==> src/hdl/i2cbm_pkg.sv <==
`default_nettype none

package i2cbm_pkg;

    typedef enum logic [2:0] {
        FUNC_START = 3'd0,
        FUNC_STOP  = 3'd1,
        FUNC_WAIT  = 3'd2,
        FUNC_ACK   = 3'd3,
        FUNC_WRITE = 3'd4,
        FUNC_READ  = 3'd5
    } func_t;

    localparam int StepW = 5;
    localparam int PhaseW = 2;
    localparam int DataW = 32;
    localparam int AddrW = 3;

    localparam logic [StepW-1:0] WRITE_LAST_STEP = 5'd24;
    localparam logic [StepW-1:0] READ_BIT_STEPS = 5'd16;

    localparam logic [PhaseW-1:0] PH_DATA = 2'd0;
    localparam logic [PhaseW-1:0] PH_RISE = 2'd1;
    localparam logic [PhaseW-1:0] PH_FALL = 2'd2;

    localparam logic [7:0] DEFAULT_POLL_LIMIT = 8'd250;
    localparam logic [7:0] NEVER_LOW = 8'hFF;

    localparam logic REG_POLL_LIMIT = 1'b0;

endpackage

`default_nettype wire

==> src/hdl/i2cbm_ifs.sv <==
`default_nettype none

interface i2cbm_cmd_if;
    logic       valid;
    logic       ready;
    logic [2:0] func;
    logic [7:0] tx_byte;
    logic       ack_choice;
    logic [7:0] rx_bits;
    logic [7:0] sda_high_polls;

    modport source (output valid, func, tx_byte, ack_choice, rx_bits, sda_high_polls,
                    input ready);
    modport sink (input valid, func, tx_byte, ack_choice, rx_bits, sda_high_polls,
                  output ready);
endinterface

interface i2cbm_pin_if;
    logic       valid;
    logic       ready;
    logic       scl_level;
    logic       sda_level;
    logic       sda_drive;
    logic [7:0] rx_byte;
    logic       ack_failed;
    logic       last;

    modport source (output valid, scl_level, sda_level, sda_drive, rx_byte, ack_failed, last,
                    input ready);
    modport sink (input valid, scl_level, sda_level, sda_drive, rx_byte, ack_failed, last,
                  output ready);
endinterface

`default_nettype wire

==> src/hdl/i2c_bit_level_master_sequencer_unit.sv <==
`default_nettype none

// I2C master bit sequencer. Each command item expands into its pin updates, one
// result item per clock unless pins.ready stalls: start, stop and send-ack give
// 4 updates, wait-ack 3 (or 6 when it times out and appends a stop), read byte 20
// and write byte 25. The pace is set by the single step counter that walks the
// current command; the next command is taken in the same cycle its final update
// is loaded into the output register, so commands run back to back with no gap.
// Undefined codes are dropped with no output. ack_poll_limit is at byte address 0.
module i2c_bit_level_master_sequencer_unit (
    input  wire                          clk,
    input  wire                          rst_n,
    i2cbm_cmd_if.sink                    cmd,
    i2cbm_pin_if.source                  pins,
    input  wire                          psel,
    input  wire                          penable,
    input  wire                          pwrite,
    input  wire [i2cbm_pkg::AddrW-1:0]   paddr,
    input  wire [i2cbm_pkg::DataW-1:0]   pwdata,
    output logic [i2cbm_pkg::DataW-1:0]  prdata,
    output logic                         pready
);
    import i2cbm_pkg::*;

    logic [7:0]        limit_reg;

    logic              scl_reg;
    logic              sda_reg;
    logic              drive_reg;

    logic              busy_reg;
    func_t             func_reg;
    logic [7:0]        shift_reg;
    logic              ack_reg;
    logic [7:0]        rx_reg;
    logic              fail_reg;
    logic [StepW-1:0]  step_reg;
    logic [PhaseW-1:0] phase_reg;

    logic              out_valid_reg;
    logic              out_scl_reg;
    logic              out_sda_reg;
    logic              out_drive_reg;
    logic [7:0]        out_rx_reg;
    logic              out_fail_reg;
    logic              out_last_reg;

    logic              scl_next;
    logic              sda_next;
    logic              drive_next;
    logic              cur_last;
    logic [7:0]        cur_rx;
    logic              cur_fail;
    logic              adv;
    logic              accept;
    logic              cmd_known;
    logic              cfg_write;

    // configuration port
    assign pready    = 1'b1;
    assign cfg_write = psel && penable && pwrite && pready;
    assign prdata    = (paddr[2] == REG_POLL_LIMIT) ? {{(DataW-8){1'b0}}, limit_reg} : '0;

    always_ff @(posedge clk or negedge rst_n)
    begin
        if (!rst_n)
        begin
            limit_reg <= DEFAULT_POLL_LIMIT;
        end
        else if (cfg_write && (paddr[2] == REG_POLL_LIMIT))
        begin
            limit_reg <= pwdata[7:0];
        end
    end

    // handshake
    assign adv       = busy_reg && (!out_valid_reg || pins.ready);
    assign cmd.ready = !busy_reg || (adv && cur_last);
    assign accept    = cmd.valid && cmd.ready;
    assign cmd_known = (cmd.func <= FUNC_READ);

    // one pin update per step
    always_comb
    begin
        scl_next   = scl_reg;
        sda_next   = sda_reg;
        drive_next = drive_reg;
        cur_last   = 1'b0;
        cur_rx     = '0;
        cur_fail   = 1'b0;
        case (func_reg)
            FUNC_START:
            begin
                case (step_reg)
                    5'd0:
                    begin
                        drive_next = 1'b1;
                        sda_next   = 1'b1;
                    end
                    5'd1: scl_next = 1'b1;
                    5'd2: sda_next = 1'b0;
                    default:
                    begin
                        scl_next = 1'b0;
                        cur_last = 1'b1;
                    end
                endcase
            end
            FUNC_STOP:
            begin
                case (step_reg)
                    5'd0:
                    begin
                        drive_next = 1'b1;
                        scl_next   = 1'b0;
                    end
                    5'd1: sda_next = 1'b0;
                    5'd2: scl_next = 1'b1;
                    default:
                    begin
                        sda_next = 1'b1;
                        cur_last = 1'b1;
                    end
                endcase
            end
            FUNC_WAIT:
            begin
                case (step_reg)
                    5'd0:
                    begin
                        drive_next = 1'b0;
                        sda_next   = 1'b1;
                    end
                    5'd1: scl_next = 1'b1;
                    5'd2:
                    begin
                        scl_next = 1'b0;
                        if (fail_reg)
                        begin
                            drive_next = 1'b1;
                        end
                        else
                        begin
                            cur_last = 1'b1;
                        end
                    end
                    5'd3: sda_next = 1'b0;
                    5'd4: scl_next = 1'b1;
                    default:
                    begin
                        sda_next = 1'b1;
                        cur_last = 1'b1;
                        cur_fail = 1'b1;
                    end
                endcase
            end
            FUNC_ACK:
            begin
                case (step_reg)
                    5'd0: scl_next = 1'b0;
                    5'd1:
                    begin
                        drive_next = 1'b1;
                        sda_next   = !ack_reg;
                    end
                    5'd2: scl_next = 1'b1;
                    default:
                    begin
                        scl_next = 1'b0;
                        cur_last = 1'b1;
                    end
                endcase
            end
            FUNC_WRITE:
            begin
                drive_next = 1'b1;
                case (phase_reg)
                    PH_DATA: sda_next = shift_reg[7];
                    PH_RISE: scl_next = 1'b1;
                    default: scl_next = 1'b0;
                endcase
                cur_last = (step_reg == WRITE_LAST_STEP);
            end
            FUNC_READ:
            begin
                if (step_reg < READ_BIT_STEPS)
                begin
                    drive_next = 1'b0;
                    scl_next   = step_reg[0];
                end
                else
                begin
                    case (step_reg[1:0])
                        2'd0: scl_next = 1'b0;
                        2'd1:
                        begin
                            drive_next = 1'b1;
                            sda_next   = !ack_reg;
                        end
                        2'd2: scl_next = 1'b1;
                        default:
                        begin
                            scl_next = 1'b0;
                            cur_last = 1'b1;
                            cur_rx   = rx_reg;
                        end
                    endcase
                end
            end
            default: cur_last = 1'b1;
        endcase
    end

    // command register and sequencing
    always_ff @(posedge clk or negedge rst_n)
    begin
        if (!rst_n)
        begin
            busy_reg  <= 1'b0;
            func_reg  <= FUNC_START;
            step_reg  <= '0;
            phase_reg <= PH_FALL;
            scl_reg   <= 1'b1;
            sda_reg   <= 1'b1;
            drive_reg <= 1'b1;
        end
        else
        begin
            if (adv)
            begin
                scl_reg   <= scl_next;
                sda_reg   <= sda_next;
                drive_reg <= drive_next;
            end
            if (accept)
            begin
                busy_reg  <= cmd_known;
                func_reg  <= func_t'(cmd.func);
                step_reg  <= '0;
                phase_reg <= PH_FALL;
            end
            else if (adv)
            begin
                step_reg  <= step_reg + 1'b1;
                phase_reg <= (phase_reg == PH_FALL) ? PH_DATA : phase_reg + 1'b1;
                if (cur_last)
                begin
                    busy_reg <= 1'b0;
                end
            end
        end
    end

    always_ff @(posedge clk)
    begin
        if (accept)
        begin
            shift_reg <= cmd.tx_byte;
            ack_reg   <= cmd.ack_choice;
            rx_reg    <= cmd.rx_bits;
            fail_reg  <= (cmd.sda_high_polls > limit_reg) || (cmd.sda_high_polls == NEVER_LOW);
        end
        else if (adv && (func_reg == FUNC_WRITE) && (phase_reg == PH_DATA))
        begin
            shift_reg <= {shift_reg[6:0], 1'b0};
        end
    end

    // output register
    always_ff @(posedge clk or negedge rst_n)
    begin
        if (!rst_n)
        begin
            out_valid_reg <= 1'b0;
        end
        else if (adv)
        begin
            out_valid_reg <= 1'b1;
        end
        else if (pins.ready)
        begin
            out_valid_reg <= 1'b0;
        end
    end

    always_ff @(posedge clk)
    begin
        if (adv)
        begin
            out_scl_reg   <= scl_next;
            out_sda_reg   <= sda_next;
            out_drive_reg <= drive_next;
            out_rx_reg    <= cur_rx;
            out_fail_reg  <= cur_fail;
            out_last_reg  <= cur_last;
        end
    end

    assign pins.valid      = out_valid_reg;
    assign pins.scl_level  = out_scl_reg;
    assign pins.sda_level  = out_sda_reg;
    assign pins.sda_drive  = out_drive_reg;
    assign pins.rx_byte    = out_rx_reg;
    assign pins.ack_failed = out_fail_reg;
    assign pins.last       = out_last_reg;

    a_step_range: assert property (@(posedge clk) disable iff (!rst_n)
        busy_reg |-> (step_reg <= WRITE_LAST_STEP))
        else $error("step counter ran past the longest sequence");

    a_done_clears: assert property (@(posedge clk) disable iff (!rst_n)
        (adv && cur_last && !accept) |=> !busy_reg)
        else $error("sequencer stayed busy after final update");

    a_accept_starts: assert property (@(posedge clk) disable iff (!rst_n)
        (accept && cmd_known) |=> (busy_reg && (step_reg == '0)))
        else $error("accepted command did not start at step zero");

    a_fail_ends_stop: assert property (@(posedge clk) disable iff (!rst_n)
        (out_valid_reg && out_fail_reg) |-> (out_scl_reg && out_sda_reg && out_drive_reg
                                             && out_last_reg))
        else $error("ack timeout did not end on a stop condition");

endmodule

`default_nettype wire

==> src/flat_wrapper.sv <==
// flat-port wrapper written by rule: the top's interface ports become plain ports
module i2c_bit_level_master_sequencer_unit_flat import i2cbm_pkg::*;
  (clk, rst_n, psel, penable, pwrite, paddr, pwdata, prdata, pready, cmd_valid, cmd_func, cmd_tx_byte, cmd_ack_choice, cmd_rx_bits, cmd_sda_high_polls, cmd_ready, pins_valid, pins_scl_level, pins_sda_level, pins_sda_drive, pins_rx_byte, pins_ack_failed, pins_last, pins_ready);
  i2cbm_cmd_if cmd_i ();
  i2cbm_pin_if pins_i ();
  input  wire clk;
  input  wire rst_n;
  input  wire psel;
  input  wire penable;
  input  wire pwrite;
  input  wire [i2cbm_pkg::AddrW-1:0] paddr;
  input  wire [i2cbm_pkg::DataW-1:0] pwdata;
  output logic [i2cbm_pkg::DataW-1:0] prdata;
  output logic pready;
  input wire logic [$bits(cmd_i.valid)-1:0] cmd_valid;
  input wire logic [$bits(cmd_i.func)-1:0] cmd_func;
  input wire logic [$bits(cmd_i.tx_byte)-1:0] cmd_tx_byte;
  input wire logic [$bits(cmd_i.ack_choice)-1:0] cmd_ack_choice;
  input wire logic [$bits(cmd_i.rx_bits)-1:0] cmd_rx_bits;
  input wire logic [$bits(cmd_i.sda_high_polls)-1:0] cmd_sda_high_polls;
  output wire logic [$bits(cmd_i.ready)-1:0] cmd_ready;
  output wire logic [$bits(pins_i.valid)-1:0] pins_valid;
  output wire logic [$bits(pins_i.scl_level)-1:0] pins_scl_level;
  output wire logic [$bits(pins_i.sda_level)-1:0] pins_sda_level;
  output wire logic [$bits(pins_i.sda_drive)-1:0] pins_sda_drive;
  output wire logic [$bits(pins_i.rx_byte)-1:0] pins_rx_byte;
  output wire logic [$bits(pins_i.ack_failed)-1:0] pins_ack_failed;
  output wire logic [$bits(pins_i.last)-1:0] pins_last;
  input wire logic [$bits(pins_i.ready)-1:0] pins_ready;
  assign cmd_i.valid = cmd_valid;
  assign cmd_i.func = cmd_func;
  assign cmd_i.tx_byte = cmd_tx_byte;
  assign cmd_i.ack_choice = cmd_ack_choice;
  assign cmd_i.rx_bits = cmd_rx_bits;
  assign cmd_i.sda_high_polls = cmd_sda_high_polls;
  assign cmd_ready = cmd_i.ready;
  assign pins_valid = pins_i.valid;
  assign pins_scl_level = pins_i.scl_level;
  assign pins_sda_level = pins_i.sda_level;
  assign pins_sda_drive = pins_i.sda_drive;
  assign pins_rx_byte = pins_i.rx_byte;
  assign pins_ack_failed = pins_i.ack_failed;
  assign pins_last = pins_i.last;
  assign pins_i.ready = pins_ready;
  i2c_bit_level_master_sequencer_unit u_core (.clk(clk), .rst_n(rst_n), .cmd(cmd_i), .pins(pins_i), .psel(psel), .penable(penable), .pwrite(pwrite), .paddr(paddr), .pwdata(pwdata), .prdata(prdata), .pready(pready));
endmodule
==> config.mk <==
export PLATFORM = sky130hd
export DESIGN_NAME = i2c_bit_level_master_sequencer_unit_flat
export DESIGN_NICKNAME = d
export VERILOG_FILES = /design/src/hdl/i2cbm_pkg.sv /design/src/hdl/i2cbm_ifs.sv /design/src/hdl/i2c_bit_level_master_sequencer_unit.sv /design/src/flat_wrapper.sv
export SDC_FILE = /design/constraint.sdc
export NUM_CORES = 1
export LEC_CHECK = 0
export ABC_AREA = 1
export BUFFER_PORTS_ARGS = -buffer_cell sky130_fd_sc_hd__buf_2
export CORE_MARGIN = 2
export CORE_UTILIZATION = 44
export CTS_BUF_LIST = sky130_fd_sc_hd__clkbuf_4 sky130_fd_sc_hd__clkbuf_8
export DETAILED_ROUTE_END_ITERATION = 16
export PLACE_DENSITY_LB_ADDON = 0.15
export SYNTH_ARGS = -nofsm -noshare
export SYNTH_HDL_FRONTEND = slang
export SYNTH_SLANG_ARGS = --single-unit
==> constraint.sdc <==
create_clock -name clk -period 2.55 [get_ports clk]
set_clock_uncertainty 0.2 [all_clocks]
set_input_delay 0.3825 -clock clk [delete_from_list [all_inputs] [get_ports clk]]
set_output_delay 0.3825 -clock clk [all_outputs]
set_load 0.02 [all_outputs]
==> results.json, run 1 <==
{
  "status": "completed",
  "n_antenna_cell": 0,
  "netlist_area_um2": 3089,
  "multiInputGateArea_um2": 1315,
  "h-tree-depth": 2,
  "p_sw_frac": 0.4194,
  "first_global_vias": 2334,
  "clkTransAtPathRegs_ns": 0.09,
  "finalCoreUtilization": 0.5490,
  "drive_gt1_frac": 0.2930,
  "timing.final.hold_violations": 0,
  "cts_made_buffers": 5,
  "cts-root-buf": "clkbuf_8",
  "cts.sinks": 54,
  "final_cell_area_um2": 3730,
  "post_dp_cell_area_um2": 3463,
  "wl_per_cell_um": 11.24,
  "cts_buffer_depth": 2,
  "seq_power_share": 0.375,
  "drt-initial-drc-count": 132,
  "drv_cap": 0,
  "ir_drop_mv": 0.3514,
  "layout_common_cells": "78 x nand2_1, 65 x buf_2, 50 x nor2_1, 44 x inv_1, 31 x edfxtp_1",
  "area_growth_syn_to_layout_pct": 20.74,
  "fillerInstances": 652,
  "combPwrFrac": 0.503,
  "power.share.clock": 0.122,
  "setup_viol": 0,
  "yosysWarnings": 0,
  "grt_max_degree": 24,
  "path_class": "register to output pin",
  "min_path_type": "primary input to register",
  "cellPowerDensity_nw_per_um2": 1098,
  "final_common_cell": "nand2_1",
  "dr_total_vias": 2539,
  "p_int_uw": 2378,
  "period_needed_ns": 2.488,
  "synth.yosys.seq_area_share": 0.4917,
  "cp-start-kind": "register",
  "worstPathArrival_ns": 1.91,
  "slew_headroom": 0.6105,
  "fmax_ghz": 0.4019,
  "rsz0062_at_grt": "yes",
  "finalPower_uw": 4095,
  "p_leak_uw": 0.001897,
  "die_w_um": 87.79,
  "nets": 535,
  "synth_area_leaders": "edfxtp_1 30%, dfrtp_1 11%, nand2_1 9.8%",
  "synth_edf_count": 31,
  "synth_top_cell_area_share": 0.3013,
  "antenna_found_initial": 0,
  "path_max_fanout": 4,
  "port_buffers": 66,
  "gp_congestion": 0.8958,
  "fp-row-count": 30,
  "regArea_um2": 1520,
  "tightest_slew_ns": 0.5824,
  "io_pins": 118,
  "yosysTopAreaCell": "edfxtp_1",
  "clk_latency_ns": 0.30,
  "dieArea_um2": 7707,
  "power_switching_uw": 1717,
  "drc": 0,
  "start_util": 0.4547,
  "place_hpwl_mm": 4.629,
  "synth_cells": 369,
  "fin_tns_setup_ns": 0,
  "tritoncts": "done",
  "grtUsageTotal": 0.1682,
  "synth_seq_cells": 54,
  "synth.avg_cell_area_um2": 8.372,
  "end_kind": "output pin",
  "viasPerCell": 4.616,
  "synth_cell_type_count": 30,
  "critPathRequiredTime_ns": 1.97,
  "grt_pass1_wl_mm": 10.18,
  "firstDrtPassIters": 4,
  "grt-ovfl-total": 0,
  "ant_nets": 0,
  "wl_mm": 6.182,
  "synth-main-ff-cell": "edfxtp_1",
  "drv_slew": 0,
  "fin_crit_sh": 0.9758,
  "ys_async_sr_fraction": 0.4259,
  "core_um2": 6794,
  "dieHeight_um": 87.79
}
cell type report:
cell class              count  area share
well taps                  96     0.03220
clock inverters             1    0.001342
inverters                  51     0.05200
multi-input cells         256      0.3526
clock buffers               7     0.02415
flip-flops and latches     54      0.4076
repair buffers             85      0.1302
critical path: stages, from the launching register on:
cell	delay [ns]
dfrtp_1	0.41
buf_4	0.15
ha_4	0.15
inv_2	0.07
nor2_2	0.04
nand2_2	0.11
inv_2	0.06
nand2_2	0.06
nand2_1	0.05
inv_1	0.08
nand2_2	0.06
nand2_2	0.09
nand2_2	0.07
nand2_4	0.09
buf_6	0.12
Yosys cell counts (2+ instances only):
| library cell | instances |
|---|---|
| a21oi_1 | 18 |
| buf_4 | 26 |
| clkbuf_1 | 2 |
| conb_1 | 2 |
| dfrtp_1 | 13 |
| dfstp_2 | 10 |
| edfxtp_1 | 31 |
| ha_1 | 12 |
| inv_1 | 48 |
| inv_2 | 3 |
| nand2_1 | 81 |
| nand2_2 | 4 |
| nand2_4 | 2 |
| nand3_1 | 26 |
| nand4_1 | 7 |
| nor2_1 | 54 |
| o211ai_1 | 2 |
| o21ai_0 | 14 |
| xor2_1 | 3 |
logic make-up (layout without fill, tap and decap cells):
family                   Yosys count  after routing  share of synthesized area
AND/OR/NAND/NOR                  179            179                     0.2503
buffers and inverters             82            144                     0.1341
flip-flops                        54             54                     0.4917
AO/OA/AOI/OAI                     37             37                    0.06440
adder cells (fa/ha/maj)           12             12                    0.04860
XOR/XNOR                           3              3                   0.008507
other                              2             25                   0.002431
stage by stage:
step / instances / hold WS, ns / setup WS (ns)
2_1_floorplan: 392 / -0.1131 / 0.3060
3_3_place_gp: 531 / 0.2083 / 0.1879
3_5_place_dp: 531 / 0.2081 / 0.1550
4_1_cts: 545 / 0.03699 / 0.02463
5_1_grt: 550 / 0.02791 / -0.07289
6_report: 550 / 0.04398 / 0.06176
final timing paths:
path,start,to,depth (start not counted),slack [ns]
worst max-delay path,u_core.step_reg[1],cmd_ready,14,0.06
worst min-delay path,cmd_rx_bits[6],u_core.rx_reg[6],1,0.04
worst max register to register,u_core.step_reg[1],u_core.step_reg[3],17,0.25
worst min register to register,u_core.scl_reg,u_core.scl_reg,2,0.30
max in group asynchronous,rst_n,u_core.step_reg[0],2,1.35
min in group asynchronous,rst_n,u_core.step_reg[4],2,0.40
routing by layer:
layer	part of all wire	vias up	GRT usage	wire length (µm)
met2	0.48	77	0.2782	2967
met4	0.016	0	0.06434	98
met3	0.057	9	0.04053	354
met1	0.45	1154	0.2136	2761
met5	0	-	0	0
li1	-	1299	-	-
power groups by stage:
stage	combinational (µW)	sequential [µW]	clock, µW
2_1_floorplan	1230	1630	0
3_3_place_gp	1780	1530	0
3_5_place_dp	1800	1550	0
4_1_cts	1890	1520	512
5_1_grt	2340	1570	546
6_report	2060	1530	500
repair_timing:
action / in CTS / in global routing
hold endpoints to repair: 13 / 0
pin swaps: 3 / 10
resized for setup: 6 / 19
setup endpoints to repair: 1 / 1
hold buffers: 1 / 0
setup buffers: 5 / 5
(Power assumes the default switching activity.)
==> inputs of run 2 (changes only) <==
CTS_BUF_LIST = sky130_fd_sc_hd__clkbuf_8 sky130_fd_sc_hd__clkbuf_16   (was sky130_fd_sc_hd__clkbuf_4 sky130_fd_sc_hd__clkbuf_8)
SKIP_LAST_GASP = 1   (was not set)
==> run 2 against run 1 <==
Net effect: first-iteration DRC count fell by 7.6%; wire length increased by 0.15%; register-to-register slack about the same; worst hold slack better by 0.0022 ns; power decreased by 0.34%; largest power group unchanged.
==> results.json, run 2 (same netlist as run 1, synthesis figures left out) <==
{
  "timing.final.hold_violations": 0,
  "cp-start-kind": "register",
  "status": "completed",
  "h-tree-depth": 2,
  "clk_latency_ns": 0.30,
  "finalPower_uw": 4081,
  "worstPathArrival_ns": 1.91,
  "dieHeight_um": 87.79,
  "critPathRequiredTime_ns": 1.97,
  "cp_slowest_stage_delay_ns": 0.42,
  "fin_tns_setup_ns": 0,
  "slew_headroom": 0.6092,
  "fin_crit_sh": 0.9766,
  "cts-root-buf": "clkbuf_8",
  "first_global_vias": 2334,
  "port_buffers": 66,
  "period_needed_ns": 2.490,
  "tightest_slew_ns": 0.5845,
  "fin_ws_ns": 0.05968,
  "fmax_ghz": 0.4016,
  "path_max_fanout": 4,
  "io_pins": 118,
  "gp_congestion": 0.8958,
  "cts_made_buffers": 5,
  "nets": 535,
  "drv_slew": 0,
  "area_growth_syn_to_layout_pct": 20.62,
  "crit_top_cell": "nand2_2",
  "pre_cts_slack_ns": 0.1550,
  "viasPerCell": 4.613,
  "crit_chain": "buf_4, ha_4, inv_2, nor2_2, nand2_2, inv_2, nand2_2, nand2_1, inv_1, nand2_2, nand2_2, nand2_2, nand2_4, buf_6",
  "grt_max_degree": 24,
  "reg2reg_slack_ns": 0.24,
  "rsz0062_at_grt": "yes",
  "setup_viol": 0,
  "wl_per_cell_um": 11.26,
  "layout_common_cells": "78 x nand2_1, 65 x buf_2, 50 x nor2_1, 45 x inv_1, 31 x edfxtp_1",
  "grt-ovfl-total": 0,
  "dr_total_vias": 2537,
  "ant_nets": 0,
  "path_class": "register to output pin",
  "grt_pass1_wl_mm": 10.18,
  "dieArea_um2": 7707,
  "cellPowerDensity_nw_per_um2": 1095,
  "final_common_cell": "nand2_1",
  "core_um2": 6794,
  "antenna_found_initial": 0,
  "end_kind": "output pin",
  "n_antenna_cell": 0,
  "finalCoreUtilization": 0.5484,
  "place_hpwl_mm": 4.629,
  "drv_cap": 0,
  "drive_gt1_frac": 0.2907,
  "ir_drop_mv": 0.3521,
  "drt-initial-drc-count": 122,
  "clkTransAtPathRegs_ns": 0.09,
  "p_leak_uw": 0.001897,
  "fp-row-count": 30,
  "die_w_um": 87.79,
  "start_util": 0.4547,
  "tritoncts": "done",
  "drc": 0,
  "min_path_type": "primary input to register",
  "wl_mm": 6.191,
  "firstDrtPassIters": 4,
  "cts_buffer_depth": 2,
  "cts.sinks": 54,
  "worst_path_max_delay_cell": "dfrtp_1",
  "grtUsageTotal": 0.1682
}
-- run 2: cell types whose count changed in the layout (fill, tap and decap cells not counted), sizes merged --
cell    delta
clkbuf     -1
inv        +1
-- run 2: where the power goes --
part,total [µW],switching (µW),internal (µW)
Clock,484,268,216
Combinational,2060,1280,784
Sequential,1530,170,1360
Total,4080,1720,2360
-- run 2: timing repair --
item | in CTS | in global routing
hold endpoints to repair | 13 | 0
setup buffers | 5 | 5
hold buffers | 1 | 0
pin swaps | 2 | 10
setup endpoints to repair | 1 | 1
resized for setup | 5 | 20
-- run 2: path summary, 6_finish.rpt --
path / cells after the start / start / end
max: 14 / u_core.step_reg[1] / cmd_ready
min: 1 / cmd_rx_bits[6] / u_core.rx_reg[6]
max reg2reg: 17 / u_core.step_reg[1] / u_core.step_reg[3]
min reg2reg: 2 / u_core.scl_reg / u_core.scl_reg
max in group asynchronous: 2 / rst_n / u_core.step_reg[0]
min in group asynchronous: 2 / rst_n / u_core.pins.valid
-- run 2: metrics by stage --
step / area, µm² / hold slack (ns) / std cells
floorplan: 3176 / -0.1131 / 392
global placement: 3463 / 0.2083 / 531
detailed placement: 3463 / 0.2081 / 531
CTS: 3620 / 0.03699 / 545
global route: 3726 / 0.02765 / 550
finish: 3726 / 0.04617 / 550
-- run 2: critical path: cells and delay by family, from the launching register on --
| family | cells | cell delay, ns |
|---|---|---|
| DFF | 1 | 0.42 |
| adders and majority gates | 1 | 0.16 |
| buffers and inverters | 5 | 0.49 |
| and+or+nand+nor | 8 | 0.57 |
-- run 2: routing by layer --
metal | wire length [µm] | global-route usage
met3 | 380 | 0.04053
met4 | 85 | 0.06434
met5 | 0 | 0
met2 | 2990 | 0.2782
met1 | 2734 | 0.2136
-- run 2: layout make-up --
| type | instances | area [µm²] |
|---|---|---|
| clock inverter | 2 | 8.758 |
| multi-input combinational | 256 | 1315 |
| inverter | 51 | 193.9 |
| sequential | 54 | 1520 |
| timing repair buffer | 85 | 485.5 |
| fill | 652 | 3068 |
| clock buffer | 6 | 82.58 |
| tap | 96 | 120.1 |
==> inputs of run 3 (changes only) <==
CORE_ASPECT_RATIO = 1.5   (was not set)
==> run 3 against run 2 <==
Net effect: setup slack gained 0.015 ns; via count is 1.1% higher; register-to-register slack got worse by 0.11 ns; non-clock buffer count grew 2; wire length increased by 2.3%; design area rose by 0.40%; global-route usage grew 0.70 points; largest cell class unchanged; largest power group unchanged.
==> results.json, run 3 (same netlist as run 1, synthesis figures left out) <==
{
  "clk_latency_ns": 0.31,
  "pre_cts_slack_ns": 0.1088,
  "drv_cap": 0,
  "start_util": 0.4509,
  "ir_drop_mv": 0.5124,
  "worstPathArrival_ns": 1.89,
  "worstHoldStart": "cmd_rx_bits[7]",
  "cts-root-buf": "clkbuf_8",
  "cellPowerDensity_nw_per_um2": 1131,
  "layout_common_cells": "80 x nand2_1, 65 x buf_2, 52 x nor2_1, 47 x inv_1, 31 x edfxtp_1",
  "slew_headroom": 0.5971,
  "p_leak_uw": 0.001914,
  "drv_slew": 0,
  "power_switching_uw": 1730,
  "crit_top_cell": "nand2_1",
  "seq_power_share": 0.361,
  "period_needed_ns": 2.476,
  "path_max_fanout": 3,
  "timing.final.hold_violations": 0,
  "io_pins": 118,
  "cp-startpoint": "u_core.step_reg[0]",
  "core_um2": 6852,
  "holdPathStages": 1,
  "tritoncts": "done",
  "fp-row-count": 37,
  "dr_total_vias": 2564,
  "first_global_vias": 2484,
  "grt-ovfl-total": 0,
  "cp-start-kind": "register",
  "ant_nets": 0,
  "cts.sinks": 54,
  "end_kind": "output pin",
  "tightest_slew_ns": 0.6026,
  "port_buffers": 66,
  "wl_per_cell_um": 11.87,
  "rsz0062_at_grt": "yes",
  "combPwrFrac": 0.506,
  "r2r-end": "u_core.shift_reg[6]",
  "fin_ws_ns": 0.07421,
  "holdPathEnd": "u_core.rx_reg[7]",
  "cts_made_buffers": 5,
  "grt_max_degree": 24,
  "critPathRequiredTime_ns": 1.97,
  "fmax_ghz": 0.4039,
  "status": "completed",
  "antenna_found_initial": 0,
  "grt_pass1_wl_mm": 10.55,
  "h-tree-depth": 2,
  "crit_chain": "buf_6, ha_4, o211ai_1, nand2_1, nand2_1, nand2_1, nand2_2, nand2_2, nand2_4, buf_6",
  "nets": 537,
  "reg2reg_slack_ns": 0.13,
  "drive_gt1_frac": 0.2829,
  "setup_viol": 0,
  "reg2reg_depth": 12,
  "grtUsageTotal": 0.1751,
  "die_w_um": 72.42,
  "worst_path_max_delay_cell": "dfrtp_2",
  "gp_congestion": 0.8646,
  "final_cell_area_um2": 3741,
  "p_sw_frac": 0.4091,
  "cts_buffer_depth": 2,
  "dieHeight_um": 106.6,
  "p_int_uw": 2499,
  "path_class": "register to output pin",
  "drt-initial-drc-count": 89,
  "place_hpwl_mm": 4.882,
  "n_antenna_cell": 0,
  "viasPerCell": 4.801,
  "clkTransAtPathRegs_ns": 0.09,
  "min_path_type": "primary input to register",
  "fin_tns_setup_ns": 0,
  "post_dp_cell_area_um2": 3453,
  "final_common_cell": "nand2_1",
  "area_growth_syn_to_layout_pct": 21.10,
  "drc": 0,
  "cp_slowest_stage_delay_ns": 0.45,
  "rr_startpoint": "u_core.step_reg[0]",
  "fin_crit_sh": 0.9709,
  "wl_mm": 6.336,
  "dieArea_um2": 7721,
  "firstDrtPassIters": 4,
  "power.share.clock": 0.133
}
[run 3: cell count changes in the layout (fill, tap and decap cells not counted), moves of 2 or more]
cell / delta
nand2_1: +2
inv_1: +2
nand2_2: -2
nor2_2: -2
nor2_1: +2
inv_2: -2
[run 3: worst max path at each step]
stage / slack (ns) / endpoint
CTS: 0.01 / cmd_ready
finish: 0.07 / cmd_ready
global placement: 0.13 / u_core.shift_reg[5]
floorplan: 0.31 / u_core.shift_reg[0]
global route: -0.04 / cmd_ready
detailed placement: 0.11 / u_core.shift_reg[4]
[run 3: cell type report]
cell class                      instances  area, µm²
Clock buffer                            5      68.82
Tap cell                               78      97.59
Inverter                               51      193.9
Multi-Input combinational cell        256       1305
Sequential cell                        54       1521
Timing Repair Buffer                   87      513.0
Clock inverter                          3      41.29
Fill cell                             666       3110
[run 3: power by group through the flow]
stage / registers, µW / logic [µW] / clock network (µW)
final: 1530 / 2140 / 562
after floorplan: 1630 / 1230 / 0
after detailed placement: 1540 / 1850 / 0
after global routing: 1560 / 2400 / 616
after CTS: 1520 / 2020 / 584
after global placement: 1530 / 1820 / 0
[run 3: worst max-delay path: cells and delay by family, from the launching register on]
| family | cells | cell delay, ns |
|---|---|---|
| AOI/OAI and AO/OA | 1 | 0.21 |
| adders and majority gates | 1 | 0.16 |
| buffers and inverters | 2 | 0.24 |
| DFF | 1 | 0.45 |
| and+or+nand+nor | 6 | 0.52 |
[run 3: routing by layer]
layer | global-route usage | wire [µm]
met5 | 0 | 0
met4 | 0.08730 | 217
met3 | 0.03008 | 286
met2 | 0.3283 | 3455
met1 | 0.1815 | 2376
[run 3: what timing repair did]
action / in CTS / in global routing
resized for setup: 12 / 8
hold endpoints to repair: 13 / 0
gates cloned: 0 / 0
pin swaps: 4 / 8
setup buffers: 6 / 6
setup endpoints to repair: 1 / 1
hold buffers: 1 / 0
[run 3: metrics by stage]
stage | std cells | total power (µW) | hold WS (ns) | utilization
2_1_floorplan | 392 | 2857 | -0.1131 | -
3_3_place_gp | 513 | 3355 | 0.2064 | 0.5040
3_5_place_dp | 513 | 3393 | 0.2114 | 0.5040
4_1_cts | 528 | 4125 | 0.02718 | 0.5343
5_1_grt | 534 | 4580 | 0.02793 | 0.5460
6_report | 534 | 4230 | 0.03759 | 0.5460
